File: config.mk
export PLATFORM = sky130hd
export DESIGN_NAME = huffman_escape_bit_packer_flat
export DESIGN_NICKNAME = d
export VERILOG_FILES = /design/src/design/hebp_pkg.sv /design/src/design/hebp_channels.sv /design/src/design/huffman_escape_bit_packer.sv /design/src/design/hebp_match.sv /design/src/design/hebp_packer.sv /design/src/design/hebp_out_fifo.sv /design/src/flat_wrapper.sv
export VERILOG_INCLUDE_DIRS = /design/src /design/src/design
export SDC_FILE = /design/constraint.sdc
export NUM_CORES = 1
export LEC_CHECK = 0
export BUFFER_PORTS_ARGS = -buffer_cell sky130_fd_sc_hd__buf_2
export CORE_MARGIN = 3
export CORE_UTILIZATION = 60
export CTS_BUF_LIST = sky130_fd_sc_hd__clkbuf_4 sky130_fd_sc_hd__clkbuf_8 sky130_fd_sc_hd__clkbuf_16
export DETAILED_ROUTE_END_ITERATION = 12
export GPL_TIMING_DRIVEN = 0
export PLACE_DENSITY = 0.81
export RECOVER_POWER = 100
export SYNTH_ARGS = -nofsm -noshare
export SYNTH_HDL_FRONTEND = slang
export SYNTH_SLANG_ARGS = --single-unit
File: constraint.sdc
create_clock -name clk -period 6.3 [get_ports clk]
set_input_delay 0.315 -clock clk [delete_from_list [all_inputs] [get_ports clk]]
set_output_delay 0.315 -clock clk [all_outputs]
set_load 0.05 [all_outputs]
File: src/design/huffman_escape_bit_packer_defines.svh
// Assertion helpers used by the top-level packer's self-checks.
`ifndef HUFFMAN_ESCAPE_BIT_PACKER_DEFINES_SVH
`define HUFFMAN_ESCAPE_BIT_PACKER_DEFINES_SVH

// Same-cycle implication, disabled while reset is asserted.
`define HEBP_ASSERT_NOW(label, clk, rst_n, ante, cons) \
	label: assert property (@(posedge clk) disable iff (!rst_n) (ante) |-> (cons)) \
		else $error("hebp assertion failed");

// Next-cycle implication, disabled while reset is asserted.
`define HEBP_ASSERT_NEXT(label, clk, rst_n, ante, cons) \
	label: assert property (@(posedge clk) disable iff (!rst_n) (ante) |=> (cons)) \
		else $error("hebp assertion failed");

`endif

File: src/design/hebp_pkg.sv
`timescale 1ns / 1ps
package hebp_pkg;

	localparam int CODED_ENTRIES = 10;
	localparam int MAX_CODE_LEN  = 16;
	localparam int PAIR_REGS     = (CODED_ENTRIES + 1) / 2;
	localparam int CFG_IDX_W     = 3;
	localparam int CFG_W         = 58;
	localparam int ENTRY_W       = 29;
	localparam int CODE_W        = 16;
	localparam int LEN_W         = 5;
	localparam int RAW_LEN       = 8;
	localparam int ESC_LEN       = 10;
	localparam int PART_W        = 7;
	localparam int FILL_W        = 3;
	localparam int ACC_W         = PART_W + CODE_W;
	localparam int FIFO_DEPTH    = 4;
	localparam int FIFO_PTR_W    = 2;
	localparam int FIFO_CNT_W    = 3;

	localparam logic [1:0] ESC_PREFIX = 2'b10;

	typedef enum logic {
		KIND_ENCODE = 1'b0,
		KIND_FLUSH  = 1'b1
	} kind_t;

	typedef struct packed {
		logic [7:0]       sym;
		logic [LEN_W-1:0] len;
		logic [CODE_W-1:0] code;
	} entry_t;

	typedef struct packed {
		logic [CODE_W-1:0] bits;
		logic [LEN_W-1:0]  len;
	} code_t;

	typedef struct packed {
		logic [7:0] data;
		logic       last;
	} beat_t;

	typedef struct packed {
		logic [1:0] n;
		beat_t      b0;
		beat_t      b1;
	} push_t;

	typedef struct packed {
		logic              fire;
		logic              flush;
		logic [FILL_W-1:0] fill;
	} pk_status_t;

	typedef struct packed {
		logic [FIFO_CNT_W-1:0] count;
		logic                  pop;
	} fifo_status_t;

endpackage

File: src/design/hebp_channels.sv
`timescale 1ns / 1ps
interface hebp_in_if;
	logic       valid;
	logic       ready;
	logic       kind;
	logic [7:0] in_byte;

	modport source (output valid, output kind, output in_byte, input ready);
	modport sink   (input valid, input kind, input in_byte, output ready);
endinterface

interface hebp_out_if;
	logic       valid;
	logic       ready;
	logic [7:0] out_byte;
	logic       last;

	modport source (output valid, output out_byte, output last, input ready);
	modport sink   (input valid, input out_byte, input last, output ready);
endinterface

File: src/design/huffman_escape_bit_packer.sv
`timescale 1ns / 1ps
// Byte-in, byte-out Huffman packer with an escape code. Each encode beat is
// matched against ten table entries (symbol, length 1..16, code) held in five
// 58-bit pair registers; the first valid hit appends its code, a miss appends
// 10 followed by the raw byte. Bits leave MSB first as whole bytes; a flush
// beat pads the pending partial byte with zeros and sends it with last set
// (nothing is sent if no bits are pending). An input beat is registered, then
// matched and packed combinationally into a four-beat output queue; a new beat is
// taken every cycle while the queue has room for two bytes. One item yields up
// to two output bytes and the output port moves one byte a cycle while the sink
// is ready, so the sustained rate is one item per cycle for short codes and
// falls when every item completes two bytes. Write the table only while the
// block is idle.
`include "huffman_escape_bit_packer_defines.svh"
module huffman_escape_bit_packer
	import hebp_pkg::*;
(
	input  logic                 clk,
	input  logic                 arst_n,
	hebp_in_if.sink              in_ch,
	hebp_out_if.source           out_ch,
	input  logic                 cfg_wr_en,
	input  logic [CFG_IDX_W-1:0] cfg_index,
	input  logic [CFG_W-1:0]     cfg_wdata
);

	logic [CFG_W-1:0] cfg_q [PAIR_REGS];
	entry_t           entries [CODED_ENTRIES];

	logic       valid_s1;
	logic       kind_s1;
	logic [7:0] byte_s1;

	code_t        cw;
	push_t        push;
	pk_status_t   pk_st;
	fifo_status_t fifo_st;
	beat_t        head;
	logic         pop;
	logic         room;
	logic         fire;

	always_ff @(posedge clk or negedge arst_n) begin
		if (!arst_n) begin
			for (int i = 0; i < PAIR_REGS; i++)
				cfg_q[i] <= '0;
		end else if (cfg_wr_en && cfg_index < CFG_IDX_W'(PAIR_REGS)) begin
			cfg_q[cfg_index] <= cfg_wdata;
		end
	end

	// Even entry in the low half of a pair register, odd entry above it.
	always_comb begin
		for (int i = 0; i < CODED_ENTRIES; i++)
			entries[i] = entry_t'(cfg_q[i >> 1][(i % 2) * ENTRY_W +: ENTRY_W]);
	end

	assign pop  = out_ch.valid && out_ch.ready;
	assign room = (fifo_st.count <= FIFO_CNT_W'(FIFO_DEPTH - 2))
		|| (pop && fifo_st.count == FIFO_CNT_W'(FIFO_DEPTH - 1));
	assign fire = valid_s1 && room;

	assign in_ch.ready = !valid_s1 || fire;

	always_ff @(posedge clk or negedge arst_n) begin
		if (!arst_n) begin
			valid_s1 <= 1'b0;
		end else if (in_ch.ready) begin
			valid_s1 <= in_ch.valid;
		end
	end

	always_ff @(posedge clk) begin
		if (in_ch.ready && in_ch.valid) begin
			kind_s1 <= in_ch.kind;
			byte_s1 <= in_ch.in_byte;
		end
	end

	hebp_match u_match (
		.entries (entries),
		.in_byte (byte_s1),
		.cw      (cw)
	);

	hebp_packer u_packer (
		.clk    (clk),
		.arst_n (arst_n),
		.fire   (fire),
		.kind   (kind_s1),
		.cw     (cw),
		.push   (push),
		.st     (pk_st)
	);

	hebp_out_fifo u_fifo (
		.clk    (clk),
		.arst_n (arst_n),
		.push   (push),
		.pop    (pop),
		.head   (head),
		.st     (fifo_st)
	);

	assign out_ch.valid    = (fifo_st.count != '0);
	assign out_ch.out_byte = head.data;
	assign out_ch.last     = head.last;

	// queue never overfills when the packer writes one or two bytes
	`HEBP_ASSERT_NOW(a_no_overflow, clk, arst_n, push.n != 2'd0, fifo_st.count - FIFO_CNT_W'(fifo_st.pop) + FIFO_CNT_W'(push.n) <= FIFO_CNT_W'(FIFO_DEPTH))
	// flush with nothing pending sends no beat
	`HEBP_ASSERT_NOW(a_empty_flush, clk, arst_n, pk_st.fire && pk_st.flush && pk_st.fill == '0, push.n == 2'd0)
	// a flush always leaves the packer empty
	`HEBP_ASSERT_NEXT(a_flush_clears, clk, arst_n, pk_st.fire && pk_st.flush, pk_st.fill == '0)

endmodule

File: src/design/hebp_match.sv
`timescale 1ns / 1ps
module hebp_match
	import hebp_pkg::*;
(
	input  entry_t     entries [CODED_ENTRIES],
	input  logic [7:0] in_byte,
	output code_t      cw
);

	logic [CODE_W:0] mask;

	// Walk from the top so the lowest numbered valid hit wins.
	always_comb begin
		cw.bits = {{(CODE_W-ESC_LEN){1'b0}}, ESC_PREFIX, in_byte};
		cw.len  = LEN_W'(ESC_LEN);
		mask    = '0;
		for (int i = CODED_ENTRIES - 1; i >= 0; i--) begin
			if (entries[i].len != '0 && entries[i].len <= LEN_W'(MAX_CODE_LEN)
					&& entries[i].sym == in_byte) begin
				mask    = ({{CODE_W{1'b0}}, 1'b1} << entries[i].len) - 1'b1;
				cw.bits = entries[i].code & mask[CODE_W-1:0];
				cw.len  = entries[i].len;
			end
		end
	end

endmodule

File: src/design/hebp_packer.sv
`timescale 1ns / 1ps
module hebp_packer
	import hebp_pkg::*;
(
	input  logic       clk,
	input  logic       arst_n,
	input  logic       fire,
	input  logic       kind,
	input  code_t      cw,
	output push_t      push,
	output pk_status_t st
);

	logic [PART_W-1:0] partial_q;
	logic [FILL_W-1:0] fill_q;

	logic [ACC_W-1:0]  acc;
	logic [LEN_W-1:0]  total;
	logic [LEN_W-1:0]  sh0;
	logic [LEN_W-1:0]  sh1;
	logic [FILL_W-1:0] rem;
	logic [PART_W-1:0] rem_mask;
	logic [14:0]       flush_word;
	logic [PART_W-1:0] partial_d;
	logic [FILL_W-1:0] fill_d;

	always_comb begin
		acc        = ({{CODE_W{1'b0}}, partial_q} << cw.len) | {{PART_W{1'b0}}, cw.bits};
		total      = LEN_W'(fill_q) + cw.len;
		sh0        = total - LEN_W'(8);
		sh1        = total - LEN_W'(16);
		rem        = total[FILL_W-1:0];
		rem_mask   = ~({PART_W{1'b1}} << rem);
		flush_word = {8'b0, partial_q} << (4'd8 - {1'b0, fill_q});

		push.b0.data = 8'(acc >> sh0);
		push.b0.last = 1'b0;
		push.b1.data = 8'(acc >> sh1);
		push.b1.last = 1'b0;

		if (kind == KIND_FLUSH) begin
			push.n       = (fill_q != '0) ? 2'd1 : 2'd0;
			push.b0.data = flush_word[7:0];
			push.b0.last = 1'b1;
			partial_d    = '0;
			fill_d       = '0;
		end else begin
			if (total >= LEN_W'(16))
				push.n = 2'd2;
			else if (total >= LEN_W'(8))
				push.n = 2'd1;
			else
				push.n = 2'd0;
			partial_d = acc[PART_W-1:0] & rem_mask;
			fill_d    = rem;
		end

		if (!fire)
			push.n = 2'd0;

		st.fire  = fire;
		st.flush = (kind == KIND_FLUSH);
		st.fill  = fill_q;
	end

	always_ff @(posedge clk or negedge arst_n) begin
		if (!arst_n) begin
			partial_q <= '0;
			fill_q    <= '0;
		end else if (fire) begin
			partial_q <= partial_d;
			fill_q    <= fill_d;
		end
	end

endmodule

File: src/design/hebp_out_fifo.sv
`timescale 1ns / 1ps
module hebp_out_fifo
	import hebp_pkg::*;
(
	input  logic         clk,
	input  logic         arst_n,
	input  push_t        push,
	input  logic         pop,
	output beat_t        head,
	output fifo_status_t st
);

	beat_t                 mem_q [FIFO_DEPTH];
	logic [FIFO_PTR_W-1:0] wptr_q;
	logic [FIFO_PTR_W-1:0] rptr_q;
	logic [FIFO_CNT_W-1:0] count_q;

	assign head     = mem_q[rptr_q];
	assign st.count = count_q;
	assign st.pop   = pop;

	always_ff @(posedge clk) begin
		if (push.n != 2'd0)
			mem_q[wptr_q] <= push.b0;
		if (push.n == 2'd2)
			mem_q[wptr_q + 1'b1] <= push.b1;
	end

	always_ff @(posedge clk or negedge arst_n) begin
		if (!arst_n) begin
			wptr_q  <= '0;
			rptr_q  <= '0;
			count_q <= '0;
		end else begin
			wptr_q  <= wptr_q + FIFO_PTR_W'(push.n);
			if (pop)
				rptr_q <= rptr_q + 1'b1;
			count_q <= count_q + FIFO_CNT_W'(push.n) - FIFO_CNT_W'(pop);
		end
	end

endmodule

File: src/flat_wrapper.sv
// flat-port wrapper written by rule: the top's interface ports become plain ports
module huffman_escape_bit_packer_flat import hebp_pkg::*;
  (clk, arst_n, cfg_wr_en, cfg_index, cfg_wdata, in_ch_valid, in_ch_kind, in_ch_in_byte, in_ch_ready, out_ch_valid, out_ch_out_byte, out_ch_last, out_ch_ready);
  hebp_in_if in_ch_i ();
  hebp_out_if out_ch_i ();
  input  logic clk;
  input  logic arst_n;
  input  logic cfg_wr_en;
  input  logic [CFG_IDX_W-1:0] cfg_index;
  input  logic [CFG_W-1:0] cfg_wdata;
  input wire logic [$bits(in_ch_i.valid)-1:0] in_ch_valid;
  input wire logic [$bits(in_ch_i.kind)-1:0] in_ch_kind;
  input wire logic [$bits(in_ch_i.in_byte)-1:0] in_ch_in_byte;
  output wire logic [$bits(in_ch_i.ready)-1:0] in_ch_ready;
  output wire logic [$bits(out_ch_i.valid)-1:0] out_ch_valid;
  output wire logic [$bits(out_ch_i.out_byte)-1:0] out_ch_out_byte;
  output wire logic [$bits(out_ch_i.last)-1:0] out_ch_last;
  input wire logic [$bits(out_ch_i.ready)-1:0] out_ch_ready;
  assign in_ch_i.valid = in_ch_valid;
  assign in_ch_i.kind = in_ch_kind;
  assign in_ch_i.in_byte = in_ch_in_byte;
  assign in_ch_ready = in_ch_i.ready;
  assign out_ch_valid = out_ch_i.valid;
  assign out_ch_out_byte = out_ch_i.out_byte;
  assign out_ch_last = out_ch_i.last;
  assign out_ch_i.ready = out_ch_ready;
  huffman_escape_bit_packer u_core (.clk(clk), .arst_n(arst_n), .in_ch(in_ch_i), .out_ch(out_ch_i), .cfg_wr_en(cfg_wr_en), .cfg_index(cfg_index), .cfg_wdata(cfg_wdata));
endmodule
# Yosys cells after proc, flatten, opt, wreduce, memory -nomap -nowiden

Memory sizes are Yosys's and may differ from the RTL's.
Index checks and enable logic that the tools add are counted.

Register bits after elaboration: 317
Bits in latches: 0
Memory bits (writable): 36
Memory bits (read-only): 0
Input bits: 75
Word-level logic and storage cells: 157
Memories kept: 1

Add/sub/neg operators: 19
$mul: 0
Divide/modulo/power cells: 0
Magnitude comparators: 16
Equality and inequality tests: 12
Shift operators: 15
Mux-type cells: 25
Bitwise operators: 14
Reduce and logical (&&, ||, !) cells: 42

Memories:

| memory              | words | bits a word | rd ports | clocked after memory_dff | write ports | line                | source |
|---|---|---|---|---|---|---|---|
| u_core.u_fifo.mem_q | 4     | 9           | 1        | 0                        | 2           | hebp_out_fifo.sv:13 | `beat_t mem_q [FIFO_DEPTH];` |

Operators by type and width:

| operator                                           | number |
|---|---|
| bitwise mux 290 bit                                | 1 |
| two-way mux 21 bit                                 | 10 |
| demux 58 bit (select 3 bit)                        | 1 |
| AND 16 bit                                         | 10 |
| left shift 1 x 5 -> 16 bit, first input constant   | 10 |
| subtractor 16 x 1 -> 16 bit, second input constant | 10 |
| equality test 8 bit                                | 10 |
| two-way mux 58 bit                                 | 1 |
| <= comparator 5 bit, second input constant         | 10 |
| nonzero test 5 bit                                 | 10 |
| right shift 23 x 5 -> 8 bit                        | 2 |
| logical AND 1 bit                                  | 26 |
| OR 23 x 16 -> 23 bit                               | 1 |
| left shift 7 x 5 -> 23 bit                         | 1 |
| two-way mux 9 bit                                  | 1 |
| left shift 7 x 4 -> 8 bit                          | 1 |
| AND 7 bit                                          | 1 |
| two-way mux 7 bit                                  | 1 |
| NOT 7 bit                                          | 1 |
| left shift 7 x 3 -> 7 bit, first input constant    | 1 |
| two-way mux 1 bit                                  | 6 |
| two-way mux 2 bit                                  | 3 |
| nonzero test 3 bit                                 | 2 |
| adder 3 x 5 -> 5 bit                               | 1 |
| other kinds (20)                                   | 22 |

# Depth between registers and ports, before layout

Gate-level depths: netlist of the first run.

Depth in word-level cells: 22
Gate-level depth with buffers: 26

# Cells and area by module

Synthesis of the first run repeated with hierarchy kept, for this count alone.

Cell total of the unflattened synthesis: 2242
Area total of the unflattened synthesis: 22942.0 um2

Modules (own cells, without submodules):

| module                    | times used | cells each | area an instance (um2) | sequential area each (um2) |
|---|---|---|---|---|
| huffman_escape_bit_packer | 1          | 634        | 11146.9                | 7552.2 |
| hebp_match                | 1          | 1050       | 6323.6                 | 0.0 |
| hebp_packer               | 1          | 433        | 3300.7                 | 250.2 |
| hebp_out_fifo             | 1          | 125        | 2170.8                 | 1256.2 |

# Worst setup path after synthesis of the first run

OpenSTA, ideal clock, no wires.

Path kind: flip-flop to flip-flop
Start point: reg u_core.cfg_q[19] (netlist bit)
End point: mem u_core.u_fifo.mem_q[1][1] (netlist bit) (enable)
Setup time: 0.329 ns
Arrival time: 4.951 ns
Setup slack: 1.020 ns
Cell stages (with the launch flop): 24
Path buffers: 5
Period minus slack after synthesis: 5.280 ns
Cells stage by stage: dfrtp_1 -> buf_2 -> nor4_2 -> xor2_1 -> or4_4 -> buf_6 -> nand2_2 -> o221ai_2 -> a2111oi_2 -> nor2_2 -> inv_2 -> buf_6 -> ha_1 -> a21o_1 -> a21oi_1 -> xor2_4 -> buf_1 -> ha_1 -> mux2i_1 -> nor2_1 -> and2b_1 -> or2_1 -> buf_2 -> nand2_1

RTL lines:

| what                             | line                            | source |
|---|---|---|
| start: declaration               | huffman_escape_bit_packer.sv:27 | `logic [CFG_W-1:0] cfg_q [PAIR_REGS];` |
| start signal: indexed assignment | huffman_escape_bit_packer.sv:48 | `cfg_q[cfg_index] <= cfg_wdata;` |
| end: declaration                 | hebp_out_fifo.sv:13             |  |

==> results of run 1 <==
[cell usage after synthesis, types with 8 or more instances]
master	number	share of area
ha_1	20	0.011
xor2_1	55	0.021
o211ai_1	18	0.0059
o22ai_1	29	0.0080
a21oi_1	97	0.021
buf_2	19	0.0042
nand2_1	165	0.027
nor3_1	60	0.013
or3_1	14	0.0038
nor4_2	8	0.0044
o2bb2ai_1	11	0.0042
xnor2_1	48	0.018
o21ai_1	11	0.0024
mux2_2	284	0.14
and3_1	18	0.0049
and2_1	19	0.0052
clkbuf_1	134	0.022
a21boi_0	13	0.0043
a31oi_1	42	0.012
nor2_1	125	0.021
buf_1	20	0.0033
mux4_2	11	0.011
a221o_1	8	0.0035
edfxtp_1	41	0.054
a211oi_1	27	0.0089
nand4_1	19	0.0052
a22o_1	12	0.0046
o31a_1	8	0.0031
nand2b_1	27	0.0074
dfrtp_1	308	0.34
o21a_1	12	0.0039
a22oi_1	21	0.0069
nand3_1	81	0.018
nand3b_1	14	0.0046
nor4_1	26	0.0071
buf_6	9	0.0044
a221oi_1	10	0.0038
o31ai_1	20	0.0066
inv_1	45	0.0074
nor2b_1	17	0.0047
mux2i_1	33	0.014
o21ai_0	150	0.033
[cell type report]
| type | count | area, sq um | area share |
|---|---|---|---|
| inverters | 47 | 176 | 0.00688 |
| well taps | 504 | 631 | 0.0246 |
| repair buffers | 111 | 624 | 0.0243 |
| multi-input cells | 1718 | 13000 | 0.506 |
| diodes | 4 | 10.0 | 0.000390 |
| flip-flops and latches | 353 | 9020 | 0.351 |
| clock inverters | 13 | 230 | 0.00897 |
| plain buffers | 187 | 837 | 0.0326 |
| clock buffers | 55 | 1160 | 0.0451 |
[timing repair]
action                     in CTS  in global routing
resized for setup              14                 32
setup buffers                   3                  9
pin swaps                       1                  6
hold endpoints to repair      126                  0
setup endpoints to repair      72                 68
hold buffers                   11                  0
[registers in the layout (all words and copies together) (netlist names)]
signal	cells
u_core.u_fifo.wptr_q	2
u_core.u_fifo.count_q	3
u_core.byte_s1	8
u_core.kind_s1	1
u_core.valid_s1	1
u_core.u_fifo.mem_q	36
u_core.u_packer.partial_q	7
u_core.u_fifo.rptr_q	2
u_core.cfg_q	290
u_core.u_packer.fill_q	3
[power by group]
group | switching [mW] | internal, mW
sequential | 0.429 | 2.84
combinational | 2.88 | 1.58
clock | 1.01 | 1.53
[logic make-up (layout without fill, tap and decap cells)]
group           count (synthesis)  count (layout)  share of synthesized area
xor+xnor                      108             108                     0.0451
other cells                     0               4                          0
mux                           330             330                      0.167
fa+ha+maj                      22              22                     0.0127
flops                         353             353                      0.395
buf+inv                       236             413                     0.0443
compound gates                599             599                      0.182
simple gates                  659             659                      0.154
[worst paths after layout]
path / slack [ns] / end / cells past startpoint / startpoint
max: 0.07 / u_core.u_fifo.mem_q[0][7] / 22 / u_core.cfg_q[16]
min: 0.08 / u_core.cfg_q[82] / 2 / cfg_wdata[24]
max reg2reg: 0.07 / u_core.u_fifo.mem_q[0][7] / 22 / u_core.cfg_q[16]
min reg2reg: 0.50 / u_core.u_fifo.mem_q[3][0] / 2 / u_core.u_fifo.mem_q[3][0]
max in group asynchronous: 1.29 / u_core.cfg_q[250] / 3 / arst_n
min in group asynchronous: 1.25 / u_core.cfg_q[106] / 2 / arst_n
[worst reg2reg max path: cells and delay by family, from the launching register on]
| family | cells | cell delay, ns |
|---|---|---|
| xor+xnor | 1 | 0.23 |
| buf+inv | 4 | 0.59 |
| simple gates | 9 | 2.53 |
| flops | 1 | 0.51 |
| compound gates | 6 | 1.36 |
| fa+ha+maj | 2 | 0.82 |
[stage by stage]
stage	power, mW	setup slack, ns	hold WS [ns]	TNS (ns)
floorplan	6.14	1.02	0.0194	0
global placement	7.31	-0.817	0.452	-269.59
detailed placement	7.46	-0.659	0.473	-32.39
CTS	10.0	0.0324	0.0543	0
global route	10.6	-0.000320	0.0974	-0.000320
finish	10.3	0.0690	0.0752	0
[cell usage in the layout (no fill, tap or decap), drive strengths merged, types with 12 or more instances in the layout]
cell type,n
nand3b,15
edfxtp,41
nor3,64
xor2,56
dfrtp,308
or3,15
a221oi,12
inv,48
o21ai,164
o22ai,30
nor4,39
nand2b,27
nor2b,17
mux2,284
a22oi,21
a211oi,32
xnor2,52
and3,19
buf,121
o211ai,19
nand4,20
o31ai,23
nor2,131
mux2i,35
and2,21
nand3,83
clkbuf,221
a31oi,42
a22o,13
o21a,13
ha,20
a21oi,100
a21boi,15
nand2,166
[routing by layer]
layer | wire length (microns) | share of wire | GRT usage
met5 | 0 | 0 | 0
met4 | 4330 | 0.047 | 0.175
met2 | 38200 | 0.42 | 0.632
met3 | 12700 | 0.14 | 0.132
met1 | 36300 | 0.40 | 0.625
==> metrics.md, run 1 <==
| Metric | Value |
|---|---|
| Wire per inst | 30.6 microns |
| Cell class contributing the biggest share of worst-path delay | simple AND/OR/NAND/NOR gates |
| Buffers added on ports | 85 |
| Synthesized area | 22800 sq um |
| FMAX | 160 MHz |
| Actual slew at the worst max-slew pin | 2.99 ns |
| Crit path launch type | register |
| Pre-Repair DR Iteration Count | 8 |
| Finished Layout Cells | 2992 |
| Pleak | 10.1 nW |
| CP arrival | 6.60 ns |
| Initial antenna violation count | 3 |
| Setup Viol. Count Final | 0 |
| Site row count | 70 |
| Ys async rst share | 0.873 |
| Fillers | 2818 |
| Vias in the first global route | 20200 |
| Outcome | complete, but fails checks |
| Die H | 201 microns |
| Max IR drop VDD | 0.000308 V |
| Vias | 21500 |
| CP max-delay cell | or4_4 |
| Maximum fanout along the worst path | 10 |
| Largest net degree at the start of global routing | 119 |
| Synthesis-stage register bit count | 353 |
| # DRC | 0 |
| Grt ovf | 0 |
| Clk root buf | clkbuf_16 |
| Design area | 25700 sq um |
| Final Util | 0.693 |
| Worst path bufs/invs | 4 |
| Final min period | 6.23 ns |
| Net Count, Synth | 2404 |
| DR iter-0 viols | 3060 |
| Post-Syn Instances | 2307 |
| Placed instance area | 23900 sq um |
| CTS tree | built |
| Worst min path class | in2reg |
| Slowest stage delay, CP | 0.59 ns |
| Max-slew violation count | 319 |
| GP Congestion | 1.04 |
| Pwr/cell area | 401 nW/um^2 |
| First-pass GRT wire length | 134000 microns |
| Clk Latency, worst-skew pair | 0.57 ns |
| Number of hold-slack violations in the final timing report | 0 |
| Crit. End Element | register |
| Final nets | 2555 |
| Syn. warnings | 0 |
| Crit path cell chain | nor4_4 > xor2_2 > or4_4 > buf_6 > nand2_2 > o221ai_2 > a2111oi_4 > nor2_2 > buf_6 > buf_6 > fa_1 > inv_1 > a21oi_1 > nor2_2 > nor2_2 > ha_1 > nand3b_2 > nand2b_1 > or4_1 > o21ai_1 > a221oi_1 > o22ai_1 |
| EDFF count, synth | 41 |
| Starting Density | 0.616 |
| Die area | 40400 sq um |
| Hpwl dp | 68100 microns |
| Crit path kind | reg2reg |
| H-tree depth | 2 |
| Primary FF master, synth | dfrtp_1 |
| Die X | 201 microns |
| Max-cap check violation count | 4 |
| Total track usage | 0.440 |
| # IOs | 86 |
| Failing checks | max-capacitance violations, max-slew violations |
| Register area share after synthesis | 0.395 |
| Inserted Clock Buffers | 40 |
| Critical Path RT | 6.67 ns |
| Via density | 7.18 |
| Fin crit share | 0.989 |
| Area delta synth->final | 12.5% |
| Clock Tree Buf Depth | 3 |
| Max-slew headroom | -0.996 |
| Antenna Violating Nets Remaining | 0 |
| Clock Skew | 0.0177 ns |
| Distinct cells, synth | 121 |
| CTS Sinks | 353 |
| Core area | 37000 sq um |
| WL final | 91600 microns |
| Share of layout cells above drive strength 1 | 0.237 |
| Syn Area/Cell | 9.89 sq um |
| Clock transition at path regs | 0.06 ns |
| Placed Cells | 2898 |
Power figures use the tool's default switching activity.
==> run 2: changes to the inputs <==
--- a/config.mk
+++ b/config.mk
@@ -7,6 +7,8 @@
 export NUM_CORES = 1
 export LEC_CHECK = 0
 export BUFFER_PORTS_ARGS = -buffer_cell sky130_fd_sc_hd__buf_2
+export CAP_MARGIN = 10
+export CORE_ASPECT_RATIO = 1.2
 export CORE_MARGIN = 3
 export CORE_UTILIZATION = 60
 export CTS_BUF_LIST = sky130_fd_sc_hd__clkbuf_4 sky130_fd_sc_hd__clkbuf_8 sky130_fd_sc_hd__clkbuf_16
==> metrics.md, run 2 (synthesis results as in run 1) <==
| Metric | Value |
|---|---|
| Crit path cell chain | nor4_4 > xor2_4 > or4_4 > buf_6 > nand2_2 > o221ai_2 > a2111oi_4 > nor2_2 > buf_6 > buf_6 > fa_2 > xnor2_2 > clkbuf_1 > nor2_1 > o32ai_1 > o32ai_1 > o221ai_1 > o2bb2ai_1 |
| Site row count | 77 |
| Finished Layout Cells | 2958 |
| Max-slew violation count | 80 |
| Worst hold endpoint | u_core.cfg_q[194] |
| CTS tree | built |
| Max IR drop VDD | 0.000299 V |
| Inserted Clock Buffers | 38 |
| Crit path top cell by count | buf_6 |
| Clock transition at path regs | 0.06 ns |
| Core area | 37200 sq um |
| Clock Tree Buf Depth | 3 |
| Crit. End Element | register |
| Commonest cells after routing, fill and taps aside | dfrtp_1 (307), mux2_2 (281), nand2_1 (163) |
| Largest net degree at the start of global routing | 129 |
| Placed Cells | 2871 |
| Reg2reg start | u_core.cfg_q[16] |
| Flop-to-flop setup slack | 0.17 ns |
| # DRC | 0 |
| Clock power frac | 0.244 |
| Initial antenna violation count | 1 |
| FMAX | 163 MHz |
| Fillers | 2836 |
| Die H | 220 microns |
| Final Util | 0.690 |
| Setup Viol. Count Final | 0 |
| Max-cap check violation count | 1 |
| # IOs | 86 |
| Power Internal | 5.88 mW |
| Clk Latency, worst-skew pair | 0.57 ns |
| Reg2Reg Depth | 18 |
| Failing checks | max-capacitance violations, max-slew violations |
| Max reg flops | 290 |
| Crit path launch type | register |
| Total track usage | 0.416 |
| Critical Path RT | 6.68 ns |
| H-tree depth | 2 |
| Vias in the first global route | 20600 |
| Pwr/cell area | 394 nW/um^2 |
| Final nets | 2551 |
| Via density | 7.06 |
| Logic pwr share | 0.432 |
| Top reg by flops | u_core.cfg_q |
| Actual slew at the worst max-slew pin | 4.96 ns |
| CP max-delay cell | or4_4 |
| GP Congestion | 1.08 |
| Vias | 20900 |
| Fin crit share | 0.972 |
| Maximum fanout along the worst path | 10 |
| Antenna Violating Nets Remaining | 0 |
| Area delta synth->final | 12.4% |
| WL final | 85800 microns |
| Wire per inst | 29.0 microns |
| Top flop regs | u_core.cfg_q (290), u_core.u_fifo.mem_q (36), u_core.byte_s1 (8) |
| CP arrival | 6.51 ns |
| DR iter-0 viols | 2581 |
| Clk root buf | clkbuf_16 |
| Share of layout cells above drive strength 1 | 0.240 |
| CTS Sinks | 353 |
| Final min period | 6.13 ns |
| Worst min path class | in2reg |
| Pleak | 10.1 nW |
| Slowest stage delay, CP | 0.57 ns |
| Pre-Repair DR Iteration Count | 7 |
| Crit path kind | reg2reg |
| Die X | 184 microns |
| R2R Path End | u_core.u_fifo.mem_q[1][1] |
| Hpwl dp | 64200 microns |
| Clock Skew | 0.0268 ns |
| First-pass GRT wire length | 126000 microns |
| Grt ovf | 0 |
| Starting Density | 0.614 |
| Die area | 40400 sq um |
| P_sw | 4.22 mW |
| Seq pwr share | 0.324 |
| Hold Crit Depth | 3 |
| Max-slew headroom | -2.30 |
| Number of hold-slack violations in the final timing report | 0 |
| Hold_sp | cfg_wdata[20] |
| Sw frac | 0.418 |
| Outcome | complete, but fails checks |
| Most common cell after layout, fill and taps aside | dfrtp_1 |
| Buffers added on ports | 85 |
## run 2: metrics by stage
| step | setup WS [ns] | instance area (sq um) | setup TNS (ns) | total power, mW | hold slack [ns] |
|---|---|---|---|---|---|
| detailed placement | -0.648 | 23900 | -31.65 | 7.42 | 0.365 |
| finish | 0.174 | 25700 | 0 | 10.1 | 0.101 |
| global route | -0.00257 | 25700 | -0.00373 | 10.5 | 0.111 |
| global placement | -0.881 | 23800 | -284.62 | 7.30 | 0.451 |
| CTS | 0.0152 | 25500 | 0 | 9.92 | 0.0828 |
| floorplan | 1.02 | 22800 | 0 | 6.14 | 0.0194 |
## run 2: layout make-up
cell class / count / area (sq um) / area share
Antenna cell: 1 / 2.50 / 0.0000975
Buffer: 187 / 838 / 0.0327
Clock buffer: 47 / 1050 / 0.0411
Clock inverter: 22 / 294 / 0.0115
Inverter: 47 / 176 / 0.00688
Multi-Input combinational cell: 1718 / 13000 / 0.508
Sequential cell: 353 / 9020 / 0.352
Tap cell: 474 / 593 / 0.0231
Timing Repair Buffer: 109 / 647 / 0.0252
## run 2: worst max-delay path by stage
stage	slack (ns)	to	startpoint
floorplan	1.02	u_core.u_fifo.mem_q[1][1]	u_core.cfg_q[19]
global placement	-0.88	u_core.cfg_q[56]	arst_n
detailed placement	-0.65	u_core.u_fifo.mem_q[1][1]	u_core.byte_s1[4]
CTS	0.02	u_core.u_fifo.mem_q[1][7]	u_core.cfg_q[19]
global route	-0.003	u_core.u_fifo.mem_q[3][7]	u_core.byte_s1[5]
finish	0.17	u_core.u_fifo.mem_q[1][1]	u_core.cfg_q[16]
## run 2: power by group through the flow
stage / Combinational [mW] / Sequential [mW] / Clock (mW)
after floorplan: 3.03 / 3.12 / 0
after global placement: 4.06 / 3.24 / 0
after detailed placement: 4.14 / 3.27 / 0
after CTS: 4.22 / 3.24 / 2.46
after global routing: 4.64 / 3.31 / 2.55
final: 4.36 / 3.27 / 2.46
## run 2: worst max-delay path, delay by kind of cell (launching register included)
kind | cells | cell delay, ns
AO/OA/AOI/OAI | 6 | 1.98
AND/OR/NAND/NOR | 5 | 1.35
buffers and inverters | 4 | 1.05
XOR/XNOR | 2 | 0.66
flip-flops | 1 | 0.50
adder cells (fa/ha/maj) | 1 | 0.40
## run 2: per-layer routing
| layer | global-route usage | wire [microns] |
|---|---|---|
| met5 | 0 | 0 |
| met4 | 0.296 | 7690 |
| met3 | 0.0745 | 6730 |
| met2 | 0.713 | 41600 |
| met1 | 0.468 | 29800 |
## run 2: repair_timing
action                                  4_1_cts  5_1_grt
resized for setup                            21       32
hold buffers                                 11        0
hold endpoints to repair                     89        0
pin swaps                                     0       10
setup buffers                                 0        8
endpoints found under the setup margin       73       67
